### src/design/lz77_unary_code_depacker_defines.svh
// Assertion macros for the LZ77 depacker.
// Used by the top level only; no other dependencies.
`ifndef LZ77_UNARY_CODE_DEPACKER_DEFINES_SVH
`define LZ77_UNARY_CODE_DEPACKER_DEFINES_SVH
`ifndef SYNTH
`define LZD_ASSERT_IMPL(label, clk, rst_n, ante, cons) \
  label: assert property (@(posedge clk) disable iff (!rst_n) (ante) |-> (cons)) \
    else $error("assertion failed");
`define LZD_ASSERT_NEXT(label, clk, rst_n, ante, cons) \
  label: assert property (@(posedge clk) disable iff (!rst_n) (ante) |=> (cons)) \
    else $error("assertion failed");
`else
`define LZD_ASSERT_IMPL(label, clk, rst_n, ante, cons)
`define LZD_ASSERT_NEXT(label, clk, rst_n, ante, cons)
`endif
`endif

### src/design/lzd_pkg.sv
// Shared types and constants for the LZ77 depacker.
// No dependencies.
`timescale 1ns / 1ps
package lzd_pkg;
  localparam int unsigned WinBits = 17;
  localparam int unsigned WinBytes = 1 << WinBits;
  localparam int unsigned BufBits = 32;
  localparam int unsigned HeldW = 6;

  typedef enum logic [2:0] {
    ST_ACCEPTED = 3'd0, ST_REFUSED = 3'd1, ST_BYTE = 3'd2,
    ST_NEED = 3'd3, ST_FINISHED = 3'd4
  } status_t;

  typedef enum logic [2:0] {
    PH_HEADER, PH_TOKEN, PH_LEN_PREFIX, PH_LEN_BITS,
    PH_DIST_PREFIX, PH_DIST_BITS, PH_COPY, PH_DONE
  } phase_t;

  typedef enum logic [1:0] {
    BK_IDLE, BK_WORK, BK_READ, BK_OUT
  } bk_state_t;

  typedef struct packed {
    logic       req_type;
    logic [7:0] in_byte;
  } req_t;

  typedef struct packed {
    status_t    status;
    logic [7:0] out_byte;
    logic       last;
  } res_t;
endpackage

### src/design/lzd_queue.sv
// Two-entry request queue between the front and the back.
// Depends on lzd_pkg.
`timescale 1ns / 1ps
module lzd_queue (
  input  logic          clk,
  input  logic          rst_n,
  input  logic          push,
  input  lzd_pkg::req_t push_data,
  output logic          full,
  input  logic          pop,
  output logic          not_empty,
  output lzd_pkg::req_t head
);
  import lzd_pkg::*;
  req_t q_r [2];
  logic [1:0] cnt_r;
  logic rd_r, wr_r;

  assign full = (cnt_r == 2'd2);
  assign not_empty = (cnt_r != 2'd0);
  assign head = q_r[rd_r];

  always_ff @(posedge clk) begin
    if (!rst_n) begin
      cnt_r <= '0;
      rd_r <= 1'b0;
      wr_r <= 1'b0;
    end else begin
      if (push) wr_r <= ~wr_r;
      if (pop) rd_r <= ~rd_r;
      cnt_r <= cnt_r + {1'b0, push} - {1'b0, pop};
    end
    if (push) q_r[wr_r] <= push_data;
  end
endmodule

### config.mk
export PLATFORM = sky130hd
export DESIGN_NAME = lzd_queue
export DESIGN_NICKNAME = d
export VERILOG_FILES = /design/src/design/lz77_unary_code_depacker_defines.svh /design/src/design/lzd_pkg.sv /design/src/design/lzd_queue.sv
export SDC_FILE = /design/constraint.sdc
export NUM_CORES = 1
export LEC_CHECK = 0
export ABC_AREA = 1
export BUFFER_PORTS_ARGS = -buffer_cell sky130_fd_sc_hd__buf_2
export CAP_MARGIN = 30
export CORE_ASPECT_RATIO = 1.5
export CORE_MARGIN = 1.5
export CORE_UTILIZATION = 40
export DETAILED_ROUTE_END_ITERATION = 8
export PLACE_DENSITY_LB_ADDON = 0.12
export RECOVER_POWER = 25
export REMOVE_ABC_BUFFERS = 1
export SLEW_MARGIN = 10
export SYNTH_ARGS = -nofsm -noshare
export SYNTH_HDL_FRONTEND = slang
export SYNTH_SLANG_ARGS = --single-unit
### constraint.sdc
create_clock -name clk -period 1.7 [get_ports clk]
set_clock_uncertainty 0.2 [all_clocks]
set_input_delay 0.255 -clock clk [delete_from_list [all_inputs] [get_ports clk]]
set_output_delay 0.255 -clock clk [all_outputs]
set_load 0.005 [all_outputs]
---- Word level (Yosys, flattened, before mapping) ----
Memory sizes are Yosys's and may differ from the RTL's. A register that Yosys moved wholly into a read port is not among the register bits.
Index checks and enable logic that the tools add are counted.
word-level totals
  flip-flop bits (word level) ............. 4
  bits in writable memories ............... 18
  input port bits ......................... 13
  output and inout bits ................... 11
  word-level logic and storage cells ...... 14
  memories ................................ 1
memories
  memory  words  bits a word  read ports  clocked after Yosys merged registers in  write ports  line             source
  q_r     2      9            1           1                                        1            lzd_queue.sv:15  req_t q_r [2];
operators by class
  add/subtract/negate cells ............... 2
  equal/unequal tests ..................... 1
  mux-type cells .......................... 4
  bitwise operators ....................... 2
  reduce and logical (&&, ||, !) cells .... 1
operators by type and width
  cell                number
  $mux 1              4
  $add 2x1->2         1
  $eq 2x2->1 const B  1
  $not 1->1           2
  $reduce_bool 2->1   1
  $sub 2x1->2         1

---- Depth between registers and ports, before layout ----
  depth in word-level cells ............... 3
  mapped depth ............................ 9
  gate-level depth less buffers ........... 9

---- Worst setup path before layout ----
Ideal clock, no wire load.
  path type ............................... register -> register
  start point ............................. reg cnt_r[0]
  end point ............................... reg cnt_r[1]
  setup time .............................. 0.115 ns
  arrival ................................. 1.073 ns
  data required time ...................... 1.385 ns
  slack ................................... 0.312 ns
  stages on the path, launching flop included .. 9
  path buffers ............................ 0
  period minus slack after synthesis ...... 1.388 ns
  cell sequence ........................... dfxtp_1 inv_1 ha_1 inv_1 ha_1 inv_1 nand2_1 a21oi_1 nor2_1
between the ends
  cells in the longest elaborated chain, start to end .. 2
RTL lines
  item                      line             source
  start: declaration        lzd_queue.sv:16  logic [1:0] cnt_r;
  start signal: assignment  lzd_queue.sv:31  cnt_r <= cnt_r + {1'b0, push} - {1'b0, pop};
  $add 2x1->2               lzd_queue.sv:31
  $sub 2x1->2               lzd_queue.sv:31
Every way passes these cells.
A chain may end at the register's enable or synchronous reset.

==> out/metrics.yaml <==
outcome:
  status: "finished, final reports clean"
global_route:
  grt_pass1_vias: 502
  grt_use_total_pct: 11.2
  grt_max_degree: 13
  grt_pass1_wl_mm: 2.06
  grt.overflow.total: 0
  antenna_found_initial: 0
synthesis:
  synth_fa_ha_area_share_pct: 2.74
  ys_types: 10
  synth_top_area_share_pct: 59.3
  synth_top_family_by_area: "multiplexers"
  synth_commonest_cells: "edfxtp_1, mux2_4, nand2_1"
  yosys.area_share.simple_pct: 7.54
  yosysTopAreaCell: "edfxtp_1"
  async_flop_share_pct: 0
  ys_ff_latch: 23
  synth-compound-area-share_pct: 0.549
  ys.warnings.count: 0
  avgSynthCellArea_um2: 15.0
  synth_area_leaders: "edfxtp_1, mux2_4, dfxtp_1"
  seq_area_frac_synth_pct: 70.2
  synth_xor_area_share_pct: 0
  synth_most_common_cell: "edfxtp_1"
  ys_dominant_reg_cell: "edfxtp_1"
  synth_edf_count: 18
  synth_mux_area_share_pct: 14.8
  syn_area_um2: 912
  syn-instance-count: 61
power:
  seqPwrFrac_pct: 60.2
  p_sw_uw: 236
  ir_drop_uv: 596
  leakage_nw: 0.552
  p_per_area_nw_per_um2: 870
  pwr-share-clk_pct: 21.5
  netSwitchingFraction_pct: 21.6
  p_comb_share_pct: 18.3
  p_int_uw: 856
  p_total_mw: 1.09
place:
  placed_area_um2: 1060
  gp_congestion: 0.604
  dp.cells: 108
  portBuffers: 23
  preCtsSetupSlack_ns: 0.198
  hpwl_um: 940
cells_and_area:
  multi_input_area_um2: 234
  syn2layout_area_growth_pct: 37.6
  n_fill_cell: 193
  fin_nets: 116
  postLayoutCellArea_um2: 1250
  finalNonFillerCells: 123
  drive_gt1_share_pct: 36.0
  regArea_um2: 642
  antennaDiodeCount: 0
clocking:
  clk_path_buf_depth: 2
  tritoncts: "built"
  clock_sinks: 23
  post_cts_buffers: 0
  cts-root-buf: "clkbuf_4"
  numCtsBuffers: 3
  clkLatencyLatePin_ns: 0.29
  path_clk_slew_ns: 0.11
  cts-htree-levels: 1
setup_path:
  endpoint_kind: "primary output"
  cpMostUsedCell: "buf_6"
  start_kind: "flip-flop"
  critPathTopFamily: "flip-flops"
  slowest_delay_ns: 0.36
  slowest_stage: "dfxtp_2"
  critPathBufInv: 2
  cp.required_ns: 1.24
  crit_fanout: 5
  crit_chain: "buf_6, mux2_4, buf_6"
  critical_path_arrival_ns: 1.21
  path_class: "flip-flop to primary output"
floorplan:
  die_h_um: 61.5
  die_x_um: 42.0
  rows: 21
  coreArea_um2: 2210
  start_util_pct: 41.3
  die_area_um2: 2580
  ioPinCount: 24
routing:
  drtIter0Drc: 9
  drt-wirelength-per-cell_um: 11.2
  ant_nets: 0
  dr.pass1.iters: 4
  viasPerCell: 4.59
  drt_wl_total_mm: 1.37
  route.detailed.drc: 0
  dr_total_vias: 564
timing:
  max_clock_freq_mhz: 601
  timing.hold.ws_ns: 0.0261
  fin_crit_sh_pct: 97.9
  worst_slack_ns: 0.0354
  hold_viol_final: 0
  drv_slew: 0
  rsz0062_at_grt: "true"
  worst_pin_slew_ns: 0.358
  period_minus_slack_ns: 1.66
  relSlewSlack_pct: 76.1
  setup_viol: 0
run:
  max_cap_viol_count: 0
min_path:
  holdCritPathClass: "primary input to flip-flop"
-- power groups by stage --
stage	combinational, mW	clock (mW)	sequential, mW
floorplan	0.0859	0	0.673
global placement	0.151	0	0.667
detailed placement	0.156	0	0.669
CTS	0.177	0.245	0.657
global route	0.220	0.276	0.661
finish	0.200	0.235	0.657
-- area by class of cell --
class | instances | area share [%]
Inverter | 7 | 2.09
Multi-Input combinational cell | 30 | 18.6
Clock buffer | 4 | 2.09
Timing Repair Buffer | 36 | 23.7
Sequential cell | 23 | 51.1
Tap cell | 23 | 2.29
-- sequential cells by signal, indices dropped and copies added, names as in the netlist, named ones only --
register	cells
rd_r	1
q_r	18
cnt_r	2
wr_r	1
-- routing by layer --
layer / vias to the layer above / wire, um / GRT usage (%)
met2: 16 / 798 / 20.8
met5: - / 0 / 0
met4: 0 / 17 / 8.29
met1: 261 / 500 / 11.0
met3: 2 / 56 / 2.35
li1: 285 / - / -
-- worst register-to-register path: stages (launching register included) --
cell and delay [ns]:
dfxtp_1 0.34, inv_1 0.06, ha_1 0.27, inv_1 0.04, ha_1 0.18, inv_1 0.06
nand2_1 0.07, a21oi_1 0.13, nor2_1 0.06
-- metrics by stage --
step	utilization, %	setup TNS [ns]
after floorplan	-	0
after global placement	48.0	0
after detailed placement	48.0	0
after CTS	54.3	0
after global routing	56.9	-0.276
final	56.9	0
-- kinds of logic (layout without fill, tap and decap cells) --
kind of cell    Yosys count  in the layout
buf+inv                   8             47
flops                    23             23
fa+ha+maj                 2              2
compound gates            1              1
simple gates             18             18
mux                       9              9
-- final timing paths --
check | slack [ns] | cells after the start | start | to
worst min-delay path | 0.03 | 3 | pop | rd_r
worst max-delay path | 0.04 | 3 | flip-flop | head[0]
worst min register to register | 0.31 | 2 | wr_r | wr_r
worst max register to register | 0.19 | 8 | cnt_r[0] | cnt_r[1]
-- layout by cell type (no fill, tap or decap) --
master,count
edfxtp_1,18
buf_6,11
buf_2,11
dlygate4sd3_1,10
mux2_4,9
nand2_1,9
nor2_1,8
inv_1,7
clkbuf_1,4
dfxtp_1,4
clkbuf_4,3
ha_1,2
a21oi_1,1
nand3_1,1
dfxtp_2,1
buf_4,1
-- timing repair --
item	4_1_cts	5_1_grt
endpoints found under the setup margin	9	9
hold endpoints to repair	20	0
resized for setup	3	10
cloned	1	0
hold buffers	10	0
Power figures use the tool's default switching activity.
